[src/sv/sha1md_pkg.sv]
// ----------------------------------------------------------------------------
// SHA-1 digest engine package
// Constants, byte select codes and the command and status types that join
// the controller and the datapath.
// ----------------------------------------------------------------------------
package sha1md_pkg;

    localparam int unsigned NUM_CHAIN = 5;
    localparam int unsigned NUM_BLOCK_WORDS = 16;

    localparam logic [31:0] H_INIT [NUM_CHAIN] = '{
        32'h67452301, 32'hEFCDAB89, 32'h98BADCFE, 32'h10325476, 32'hC3D2E1F0
    };

    localparam logic [31:0] K_0 = 32'h5A827999;
    localparam logic [31:0] K_1 = 32'h6ED9EBA1;
    localparam logic [31:0] K_2 = 32'h8F1BBCDC;
    localparam logic [31:0] K_3 = 32'hCA62C1D6;

    localparam logic [7:0] PAD_BYTE = 8'h80;
    localparam logic [5:0] LEN_POS = 6'd56;
    localparam logic [5:0] LAST_POS = 6'd63;
    localparam logic [6:0] LAST_ROUND = 7'd79;
    localparam logic [2:0] LAST_WORD = 3'd4;

    typedef enum logic [1:0] {
        SEL_DATA,
        SEL_PAD,
        SEL_ZERO,
        SEL_LEN
    } t_byte_sel;

    typedef struct packed {
        logic      put;
        t_byte_sel sel;
        logic      count;
        logic      round;
        logic      add;
        logic      reinit;
        logic [2:0] word_idx;
    } t_cmd;

    typedef struct packed {
        logic [5:0] pos;
        logic       round_last;
    } t_sts;

endpackage

[src/sv/sha1md_ifs.sv]
// ----------------------------------------------------------------------------
// SHA-1 digest engine channels
// Valid/ready channels for message bytes in and digest words out.
// ----------------------------------------------------------------------------
interface sha1md_byte_if;
    logic       valid;
    logic       ready;
    logic [7:0] data_byte;
    logic       byte_valid;
    logic       is_last;

    modport source (output valid, data_byte, byte_valid, is_last, input ready);
    modport sink (input valid, data_byte, byte_valid, is_last, output ready);
endinterface

interface sha1md_word_if;
    logic        valid;
    logic        ready;
    logic [31:0] digest_word;
    logic        word_last;

    modport source (output valid, digest_word, word_last, input ready);
    modport sink (input valid, digest_word, word_last, output ready);
endinterface

[src/sv/sha1md_datapath.sv]
// ----------------------------------------------------------------------------
// SHA-1 digest engine datapath
// Block shift line with message schedule, round unit, chaining words,
// byte position and bit count.
// ----------------------------------------------------------------------------
module sha1md_datapath (
    input  logic               i_clk,
    input  logic               i_rst_n,
    input  sha1md_pkg::t_cmd   i_cmd,
    input  logic [7:0]         i_data_byte,
    output sha1md_pkg::t_sts   o_sts,
    output logic [31:0]        o_digest_word
);
    import sha1md_pkg::*;

    logic [31:0] r_h [NUM_CHAIN];
    logic [31:0] r_v [NUM_CHAIN];
    logic [31:0] r_w [NUM_BLOCK_WORDS];
    logic [23:0] r_acc;
    logic [5:0]  r_pos;
    logic [63:0] r_cnt;
    logic [6:0]  r_rnd;

    logic [7:0]  n_byte;
    logic [7:0]  len_byte;
    logic [31:0] f_val;
    logic [31:0] k_val;
    logic [31:0] n_a;
    logic [31:0] sched_x;
    logic [31:0] n_sched;

    // Length bytes go out most significant first, at positions 56 to 63.
    assign len_byte = r_cnt[{3'd7 - r_pos[2:0], 3'b000} +: 8];

    always_comb begin
        case (i_cmd.sel)
            SEL_DATA: n_byte = i_data_byte;
            SEL_PAD:  n_byte = PAD_BYTE;
            SEL_ZERO: n_byte = 8'd0;
            SEL_LEN:  n_byte = len_byte;
            default:  n_byte = 8'd0;
        endcase
    end

    always_comb begin
        if (r_rnd < 7'd20) begin
            f_val = (r_v[1] & r_v[2]) | (~r_v[1] & r_v[3]);
            k_val = K_0;
        end else if (r_rnd < 7'd40) begin
            f_val = r_v[1] ^ r_v[2] ^ r_v[3];
            k_val = K_1;
        end else if (r_rnd < 7'd60) begin
            f_val = (r_v[1] & r_v[2]) | (r_v[1] & r_v[3]) | (r_v[2] & r_v[3]);
            k_val = K_2;
        end else begin
            f_val = r_v[1] ^ r_v[2] ^ r_v[3];
            k_val = K_3;
        end
        n_a = {r_v[0][26:0], r_v[0][31:27]} + f_val + r_v[4] + k_val + r_w[0];
        sched_x = r_w[13] ^ r_w[8] ^ r_w[2] ^ r_w[0];
        n_sched = {sched_x[30:0], sched_x[31]};
    end

    always_comb begin
        case (i_cmd.word_idx)
            3'd0:    o_digest_word = r_h[0];
            3'd1:    o_digest_word = r_h[1];
            3'd2:    o_digest_word = r_h[2];
            3'd3:    o_digest_word = r_h[3];
            3'd4:    o_digest_word = r_h[4];
            default: o_digest_word = r_h[0];
        endcase
    end

    assign o_sts.pos = r_pos;
    assign o_sts.round_last = (r_rnd == LAST_ROUND);

    // Chaining words, byte position and bit count.
    always_ff @(posedge i_clk) begin
        if (!i_rst_n) begin
            r_h   <= H_INIT;
            r_pos <= 6'd0;
            r_cnt <= 64'd0;
        end else if (i_cmd.reinit) begin
            r_h   <= H_INIT;
            r_pos <= 6'd0;
            r_cnt <= 64'd0;
        end else begin
            if (i_cmd.count) begin
                r_cnt <= r_cnt + 64'd8;
            end
            if (i_cmd.put) begin
                r_pos <= r_pos + 6'd1;
            end
            if (i_cmd.add) begin
                for (int i = 0; i < NUM_CHAIN; i++) begin
                    r_h[i] <= r_h[i] + r_v[i];
                end
            end
        end
    end

    // Block shift line, working variables and round counter.
    always_ff @(posedge i_clk) begin
        if (i_cmd.put) begin
            r_acc <= {r_acc[15:0], n_byte};
            if (r_pos[1:0] == 2'b11) begin
                for (int i = 0; i < NUM_BLOCK_WORDS - 1; i++) begin
                    r_w[i] <= r_w[i + 1];
                end
                r_w[NUM_BLOCK_WORDS - 1] <= {r_acc, n_byte};
            end
            // The byte that fills the block also seeds the rounds.
            if (r_pos == LAST_POS) begin
                r_v   <= r_h;
                r_rnd <= 7'd0;
            end
        end else if (i_cmd.round) begin
            for (int i = 0; i < NUM_BLOCK_WORDS - 1; i++) begin
                r_w[i] <= r_w[i + 1];
            end
            r_w[NUM_BLOCK_WORDS - 1] <= n_sched;
            r_v[0] <= n_a;
            r_v[1] <= r_v[0];
            r_v[2] <= {r_v[1][1:0], r_v[1][31:2]};
            r_v[3] <= r_v[2];
            r_v[4] <= r_v[3];
            r_rnd  <= r_rnd + 7'd1;
        end
    end

endmodule

[src/sv/sha1md_ctrl.sv]
// ----------------------------------------------------------------------------
// SHA-1 digest engine controller
// Sequences byte intake, rounds, padding and digest word output.
// ----------------------------------------------------------------------------
module sha1md_ctrl (
    input  logic             i_clk,
    input  logic             i_rst_n,
    input  logic             i_in_valid,
    input  logic             i_byte_valid,
    input  logic             i_is_last,
    output logic             o_in_ready,
    output logic             o_out_valid,
    output logic             o_word_last,
    input  logic             i_out_ready,
    input  sha1md_pkg::t_sts i_sts,
    output sha1md_pkg::t_cmd o_cmd
);
    import sha1md_pkg::*;

    typedef enum logic [4:0] {
        ST_IDLE  = 5'b00001,
        ST_ROUND = 5'b00010,
        ST_ADD   = 5'b00100,
        ST_PAD   = 5'b01000,
        ST_OUT   = 5'b10000
    } t_state;

    typedef enum logic [1:0] {
        PH_ONE,
        PH_ZERO,
        PH_LEN
    } t_phase;

    t_state     r_state, n_state;
    t_phase     r_phase, n_phase;
    logic       r_pad, n_pad;
    logic [2:0] r_widx, n_widx;

    always_comb begin
        n_state = r_state;
        n_phase = r_phase;
        n_pad = r_pad;
        n_widx = r_widx;
        o_cmd = '0;
        o_cmd.sel = SEL_DATA;
        o_cmd.word_idx = r_widx;
        o_in_ready = 1'b0;
        o_out_valid = 1'b0;
        o_word_last = (r_widx == LAST_WORD);

        case (r_state)
            ST_IDLE: begin
                o_in_ready = 1'b1;
                if (i_in_valid) begin
                    o_cmd.put = i_byte_valid;
                    o_cmd.count = i_byte_valid;
                    if (i_byte_valid && i_sts.pos == LAST_POS) begin
                        n_state = ST_ROUND;
                        n_pad = i_is_last;
                        n_phase = PH_ONE;
                    end else if (i_is_last) begin
                        n_state = ST_PAD;
                        n_pad = 1'b1;
                        n_phase = PH_ONE;
                    end
                end
            end
            ST_ROUND: begin
                o_cmd.round = 1'b1;
                if (i_sts.round_last) begin
                    n_state = ST_ADD;
                end
            end
            ST_ADD: begin
                o_cmd.add = 1'b1;
                if (!r_pad) begin
                    n_state = ST_IDLE;
                end else if (r_phase == PH_LEN) begin
                    n_state = ST_OUT;
                    n_widx = 3'd0;
                end else begin
                    n_state = ST_PAD;
                end
            end
            ST_PAD: begin
                o_cmd.put = 1'b1;
                case (r_phase)
                    PH_ONE: begin
                        o_cmd.sel = SEL_PAD;
                        n_phase = PH_ZERO;
                    end
                    PH_ZERO: begin
                        if (i_sts.pos == LEN_POS) begin
                            o_cmd.sel = SEL_LEN;
                            n_phase = PH_LEN;
                        end else begin
                            o_cmd.sel = SEL_ZERO;
                        end
                    end
                    PH_LEN: o_cmd.sel = SEL_LEN;
                    default: o_cmd.sel = SEL_ZERO;
                endcase
                if (i_sts.pos == LAST_POS) begin
                    n_state = ST_ROUND;
                end
            end
            ST_OUT: begin
                o_out_valid = 1'b1;
                if (i_out_ready) begin
                    if (r_widx == LAST_WORD) begin
                        o_cmd.reinit = 1'b1;
                        n_state = ST_IDLE;
                        n_pad = 1'b0;
                        n_phase = PH_ONE;
                    end else begin
                        n_widx = r_widx + 3'd1;
                    end
                end
            end
            default: n_state = ST_IDLE;
        endcase
    end

    always_ff @(posedge i_clk) begin
        if (!i_rst_n) begin
            r_state <= ST_IDLE;
            r_phase <= PH_ONE;
            r_pad   <= 1'b0;
            r_widx  <= 3'd0;
        end else begin
            r_state <= n_state;
            r_phase <= n_phase;
            r_pad   <= n_pad;
            r_widx  <= n_widx;
        end
    end

endmodule

[src/sv/sha1_message_digest.sv]
// ----------------------------------------------------------------------------
// SHA-1 message digest engine
// Takes message bytes, pads the message and returns the five digest words.
// ----------------------------------------------------------------------------
//  Port      Dir  Carries                              Accepted when
//  i_byte    in   data_byte, byte_valid, is_last       valid && ready
//  o_word    out  digest_word, word_last               valid && ready
//
//  The byte that fills a 64-byte block starts 80 rounds of the single round
//  unit and then a fold of the result into the chaining words, during which
//  no byte is taken. A final word pads one byte per cycle, save during a
//  block's rounds (up to 72 bytes, one or two blocks), then holds the five
//  digest words until each is taken; no input meanwhile. Reset loads the
//  initial chaining words and clears the count.
// ----------------------------------------------------------------------------
module sha1_message_digest (
    input  logic         i_clk,
    input  logic         i_rst_n,
    sha1md_byte_if.sink  i_byte,
    sha1md_word_if.source o_word
);
    import sha1md_pkg::*;

    t_cmd cmd;
    t_sts sts;

    sha1md_ctrl u_ctrl (
        .i_clk        (i_clk),
        .i_rst_n      (i_rst_n),
        .i_in_valid   (i_byte.valid),
        .i_byte_valid (i_byte.byte_valid),
        .i_is_last    (i_byte.is_last),
        .o_in_ready   (i_byte.ready),
        .o_out_valid  (o_word.valid),
        .o_word_last  (o_word.word_last),
        .i_out_ready  (o_word.ready),
        .i_sts        (sts),
        .o_cmd        (cmd)
    );

    sha1md_datapath u_datapath (
        .i_clk         (i_clk),
        .i_rst_n       (i_rst_n),
        .i_cmd         (cmd),
        .i_data_byte   (i_byte.data_byte),
        .o_sts         (sts),
        .o_digest_word (o_word.digest_word)
    );

endmodule

[src/flat_wrapper.sv]
// flat-port wrapper written by rule: the top's interface ports become plain ports
module sha1_message_digest_flat import sha1md_pkg::*;
  (i_clk, i_rst_n, i_byte_valid, i_byte_data_byte, i_byte_byte_valid, i_byte_is_last, i_byte_ready, o_word_valid, o_word_digest_word, o_word_word_last, o_word_ready);
  sha1md_byte_if i_byte_i ();
  sha1md_word_if o_word_i ();
  input  logic i_clk;
  input  logic i_rst_n;
  input wire logic [$bits(i_byte_i.valid)-1:0] i_byte_valid;
  input wire logic [$bits(i_byte_i.data_byte)-1:0] i_byte_data_byte;
  input wire logic [$bits(i_byte_i.byte_valid)-1:0] i_byte_byte_valid;
  input wire logic [$bits(i_byte_i.is_last)-1:0] i_byte_is_last;
  output wire logic [$bits(i_byte_i.ready)-1:0] i_byte_ready;
  output wire logic [$bits(o_word_i.valid)-1:0] o_word_valid;
  output wire logic [$bits(o_word_i.digest_word)-1:0] o_word_digest_word;
  output wire logic [$bits(o_word_i.word_last)-1:0] o_word_word_last;
  input wire logic [$bits(o_word_i.ready)-1:0] o_word_ready;
  assign i_byte_i.valid = i_byte_valid;
  assign i_byte_i.data_byte = i_byte_data_byte;
  assign i_byte_i.byte_valid = i_byte_byte_valid;
  assign i_byte_i.is_last = i_byte_is_last;
  assign i_byte_ready = i_byte_i.ready;
  assign o_word_valid = o_word_i.valid;
  assign o_word_digest_word = o_word_i.digest_word;
  assign o_word_word_last = o_word_i.word_last;
  assign o_word_i.ready = o_word_ready;
  sha1_message_digest u_core (.i_clk(i_clk), .i_rst_n(i_rst_n), .i_byte(i_byte_i), .o_word(o_word_i));
endmodule
[config.mk]
export PLATFORM = sky130hd
export DESIGN_NAME = sha1_message_digest_flat
export DESIGN_NICKNAME = d
export VERILOG_FILES = /design/src/sv/sha1md_pkg.sv /design/src/sv/sha1md_ifs.sv /design/src/sv/sha1md_datapath.sv /design/src/sv/sha1md_ctrl.sv /design/src/sv/sha1_message_digest.sv /design/src/flat_wrapper.sv
export SDC_FILE = /design/constraint.sdc
export NUM_CORES = 2
export LEC_CHECK = 0
export ABC_AREA = 0
export BUFFER_PORTS_ARGS = -buffer_cell sky130_fd_sc_hd__buf_4
export CORE_MARGIN = 2
export CORE_UTILIZATION = 25
export DETAILED_ROUTE_END_ITERATION = 12
export GPL_TIMING_DRIVEN = 0
export PLACE_DENSITY_LB_ADDON = 0.15
export SLEW_MARGIN = 5
export SYNTH_ARGS = -nofsm -noshare
export SYNTH_HDL_FRONTEND = slang
export SYNTH_SLANG_ARGS = --single-unit
export TNS_END_PERCENT = 100
[constraint.sdc]
create_clock -name i_clk -period 28.3 [get_ports i_clk]
set_clock_uncertainty 0.2 [all_clocks]
set_input_delay 8.49 -clock i_clk [delete_from_list [all_inputs] [get_ports i_clk]]
set_output_delay 8.49 -clock i_clk [all_outputs]
set_load 0.005 [all_outputs]
# == Yosys cells after proc, flatten, opt, wreduce, memory -nomap -nowiden ==
# Memories as Yosys holds them, arrays and structs flattened.
# Cells that the tools add are included.
# W data, S select, Z words.
# totals
regBits,432
ram_bits,512
inputBits,14
out_inout_bits,35
memories,1
# op_classes
addsub,14
order_cmp,3
n_eq_ne,30
n_shift,1
n_mux,78
n_bitwise,30
n_reduce_logical,13
# mem_list
memory,words,width,read_ports,rd_ports_with_merged_regs,wr,line,rtl
u_core.u_datapath.r_w,16,32,16,0,16,sha1md_datapath.sv:18,logic [31:0] r_w [NUM_BLOCK_WORDS];
# op_table
operator,n
$mux W32,21
$mux W160,3
$add A32 B32 Y32,9
$xor A32 B32 Y32,5
$and A32 B32 Y32,4
$pmux W32 S4,1
$or A32 B32 Y32,3
$add A64 B4 Y64 const B,1
$shiftx A64 B7 Y8,1
$mux W5,9
$not A32 Y32,1
$pmux W8 S4,1
$mux W31,1
$pmux W5 S5,1
$mux W1,21
$mux W7,3
$ne A2 B2 Y1 const B,8
$or A1 B1 Y1,16
$lt A7 B6 Y1 const B,2
$mux W2,7
$eq A6 B6 Y1 const B,2
$mux W3,4
$pmux W2 S3,2
$reduce_and A5 Y1,2
other kinds (31),41

# == Longest topological paths before layout ==
# depth
ltp_word,12
mapped_depth,24
mapped_depth_nobuf,24

# == Modules after synthesis ==
# From an unflattened synthesis, not the netlist that was laid out.
# hier_totals
cells_unflattened,4006
area_unflattened_um2,47455.5
# by_module_without_submodules
mod,instances,cells_each,area_each_um2,seq_area_each_um2
sha1md_datapath,1,3905,46663.5,25654.6
sha1md_ctrl,1,101,792.0,220.2

# == Worst setup path before layout ==
# OpenSTA, ideal clock, no wires.
# synth_path
path_type,input-to-reg
from,input port i_byte_valid
to,register u_core.u_datapath.r_rnd[0] (enable)
setup_ns,0.924
arrival_ns,21.292
setup_slack_ns,5.884
cell_stages,7
path_buffers,2
cell_sequence,nand4_4 -> and2_2 -> clkbuf_1 -> inv_1 -> nand2_1 -> clkbuf_1 -> o21ai_0
# synth_between
elab_chain_cells,4
# synth_lines
element,line,rtl
"start, declared",flat_wrapper.sv:8,input wire logic [$bits(i_byte_i.valid)-1:0] i_byte_valid;
$mux W1 *,sha1md_ctrl.sv:54,if (i_in_valid) begin
$pmux W1 S2 *,sha1md_ctrl.sv:51,case (r_state)
$ne A2 B2 Y1 (no line) / $reduce_bool A2 Y1 (equally long branches),-,
$reduce_and A2 Y1 (no line) *,-,
"end signal, assigned",sha1md_datapath.sv:128,r_rnd <= r_rnd + 7'd1;
"end, declared",sha1md_datapath.sv:22,logic [6:0] r_rnd;
# Every way passes the cells marked *; elsewhere a longest branch is shown, timed or not.
# A chain may end at the register's enable or synchronous reset.

==> results.md <==
- Pre-CTS worst setup slack: 13.78 ns
- Core ar.: 188200 µm²
- Crit path DAT: 13.75 ns
- Critical Path Most Common Cell: buf_16
- Minimum clock period: 13.52 ns
- Hold Crit Class: reg2reg
- Starting density of the core: 25.19%
- Crit Path Max Fanout: slightly below 70
- Die W: 439.5 µm
- Predominant post-synthesis flop cell: edfxtp_1
- PortBufs: 47
- Gp weighted congestion: between 0.9 and 1
- Layout cell share with drive strength beyond 1: 7.083%
- Slowest cell on crit path: clkbuf_1
- EDFF count, synth: around 700
- P_sw: 0.8764 mW
- Die Y: around 440 µm
- Vias: 32840
- Initial DRC count: 2881
- Wire per inst: 23.36 µm
- Nets: 4752
- Switching share of total power: 26.36%
- Root buf cell: clkbuf_16
- Finished Layout Cells: 7001
- Synth Warn #: 0
- Dominant cell by count in the synthesized netlist: edfxtp_1
- Yosys reg bits: 941
- Launch point of the worst path: i_byte_valid
- Critical path class: in2reg
- Clk buf depth: 3
- Unrepaired setup endpoints after global routing: false
- Synthesized cell area: 47410 µm²
- Setup_tns: 0 ns
- CTS tree: yes
- Syn Area/Cell: around 11 µm²
- Htree depth: 3
- Clk sink count: 941
- Worst path bufs/invs: 9
- Worst-Margin Slew: 1.480 ns
- Cell taking the most area after synthesis: edfxtp_1
- Sequential fraction of the synthesis area: 54.58%
- HP Start: u_core.u_datapath.r_w[0][56]
- Flop pwr share: 46.1%
- Total gr overflow: 0
- Clk_lat worst skew: 0.76 ns
- Clock power frac: 43.4%
- Reg-to-reg slack, setup: 19.32 ns
- Pwr per Cell Area: 60.45 nW/µm²
- Slack of the critical path: approximately 15 ns
- Die Area: 193100 µm²
- DR vias/cell: approximately 4.7
- Cells after synthesis: 4235
- GR Util All Layers: 16.73%
- Ranking of synthesized cells by area: edfxtp_1 45%, dfxtp_1 10%, ha_1 5.3%
- Top-Level Pins: 49
- Final Hold Fails: 0
- RR Startpoint: u_core.u_datapath.r_rnd[3]
- Lkg Pwr: about 20 nW
- DRC viols: 0
- Synth Net Count: around 4600
- Commonest cells in the synthesized netlist: 703 x edfxtp_1, 668 x nand2_1, 284 x nor2_1, 266 x inv_1, 258 x a21oi_1
- Overall Power: 3.324 mW
- Max Cap Viol: 0
- Initial antenna violation count: 4
- IR drop worst, VDD: 51.08 µV
- Largest delay share family, worst path: buffers and inverters
- First-pass GRT wire length: 232900 µm
- Vias in the first global route: between 30000 and 40000
- Inserted Clock Buffers: 109
- Detailed Routing Iterations Pass 1: 5
- Cts hold-fix bufs: 0
- Nature of the critical path startpoint: input pin
- Placement Rows: 159
- Pint: 2.448 mW
- Buffer count from post-CTS setup fixing: 0
- ANT nets after route: 0
- Detail Placement HPWL: around 120000 µm
- WP data required: 28.54 ns
- Yosys cell types: 96
- Fin crit share: 47.76%
- Largest net degree at the start of global routing: 69
- Layout area overhead: 16.02%
- Max Freq: 73.99 MHz
- Clk pin slew, worst setup/hold paths: about 0.06 ns
- Async SR Flop Fraction: 0%
- Final setup fails: 0
- Worst-path cell chain: buf_4 > nand4_4 > and2_2 > clkbuf_2 > inv_1 > nand2_1 > clkbuf_1 > clkbuf_1 > nand2_4 > buf_16 > buf_16 > buf_16 > buf_16
- Synth top area share: around 45%
- Max_slew headroom: 1.321%
- Largest stage delay, worst path: roughly 0.74 ns
- Status: complete, no violations
- Gate power share: 10.4%
- Total Wirelength: 163500 µm
- CTS resizes: 0
- Inst Count DP: 6795
- Max-slew violation count: 0
- Worst Setup End Kind: flop
==> power groups by stage <==
stage,Clock [mW],Sequential [mW],Combinational [mW]
finish,1.44,1.53,0.347
CTS,1.49,1.53,0.352
detailed placement,0,1.56,0.349
floorplan,0,1.56,0.206
global route,1.54,1.54,0.380
global placement,0,1.58,0.347
==> layer usage <==
| metal | track usage [%] | part of all wire [%] | up-vias |
|---|---|---|---|
| li1 | - | - | 15480 |
| met1 | 23.38 | 47 | 16330 |
| met2 | 26.74 | 46 | 817 |
| met3 | 2.192 | 4.2 | 204 |
| met4 | 5.358 | 3.4 | 0 |
| met5 | 0 | 0 | - |
==> cell families (layout without fill, tap and decap cells) <==
| logic type | count (synthesis) | after routing | share of synthesized area (%) |
|---|---|---|---|
| mux | 64 | 64 | 1.739 |
| flops | 941 | 941 | 54.58 |
| fa+ha+maj | 327 | 327 | 10.61 |
| simple gates | 1279 | 1279 | 11.95 |
| compound gates | 901 | 901 | 12.09 |
| xor+xnor | 307 | 307 | 5.672 |
| buf+inv | 416 | 685 | 3.360 |
| other cells | 0 | 2 | 0 |
==> through the flow <==
| stage | instance area [µm²] | util [%] | hold WS [ns] |
|---|---|---|---|
| 2_1_floorplan | 47410 | - | 0.2003 |
| 3_3_place_gp | 50880 | 27.04 | 0.2002 |
| 3_5_place_dp | 51340 | 27.28 | 0.2045 |
| 4_1_cts | 54990 | 29.22 | 0.1827 |
| 5_1_grt | 54990 | 29.22 | 0.2076 |
| 6_report | 55000 | 29.22 | 0.1895 |
==> worst paths after layout <==
path | depth (start not counted) | endpoint
worst max register to register | 22 | u_core.u_datapath.r_v[159]
worst max-delay path | 13 | u_core.u_datapath.r_w[0][86]
worst min register to register | 0 | u_core.u_datapath.r_w[0][24]
worst min-delay path | 0 | u_core.u_datapath.r_w[0][24]
==> registers in the layout, summed over array words and instances (netlist names) <==
signal / cells
u_core.u_datapath.r_cnt: 61
u_core.u_ctrl.r_phase: 2
u_core.u_datapath.r_acc: 24
u_core.u_datapath.r_v: 160
u_core.u_datapath.r_rnd: 7
u_core.u_datapath.r_pos: 6
u_core.u_ctrl.r_state: 5
u_core.u_datapath.r_h: 160
u_core.u_ctrl.r_pad: 1
u_core.u_datapath.r_w: 512
u_core.u_ctrl.r_widx: 3
==> cell type report <==
cell class | count | area [µm²]
Multi-Input combinational cell | 2878 | 19970
Clock buffer | 147 | 3043
Timing Repair Buffer | 65 | 774.5
Sequential cell | 941 | 25870
Antenna cell | 2 | 5.005
Clock inverter | 57 | 606.8
Buffer | 147 | 596.8
Tap cell | 2495 | 3122
Fill cell | 19520 | 133200
Inverter | 269 | 1010
==> layout by cell type (no fill, tap or decap), types with 109 or more instances in the layout <==
master / Yosys / layout
a21oi_1: 258 / 258
o21ai_0: 184 / 183
edfxtp_1: 703 / 703
nor2_1: 284 / 284
clkbuf_16: 0 / 111
fa_1: 125 / 125
inv_1: 266 / 266
dfxtp_1: 238 / 238
xor2_1: 109 / 109
ha_1: 202 / 202
nand2_1: 668 / 667
clkbuf_1: 124 / 138
xnor2_1: 198 / 198
Power figures use the tool's default switching activity.
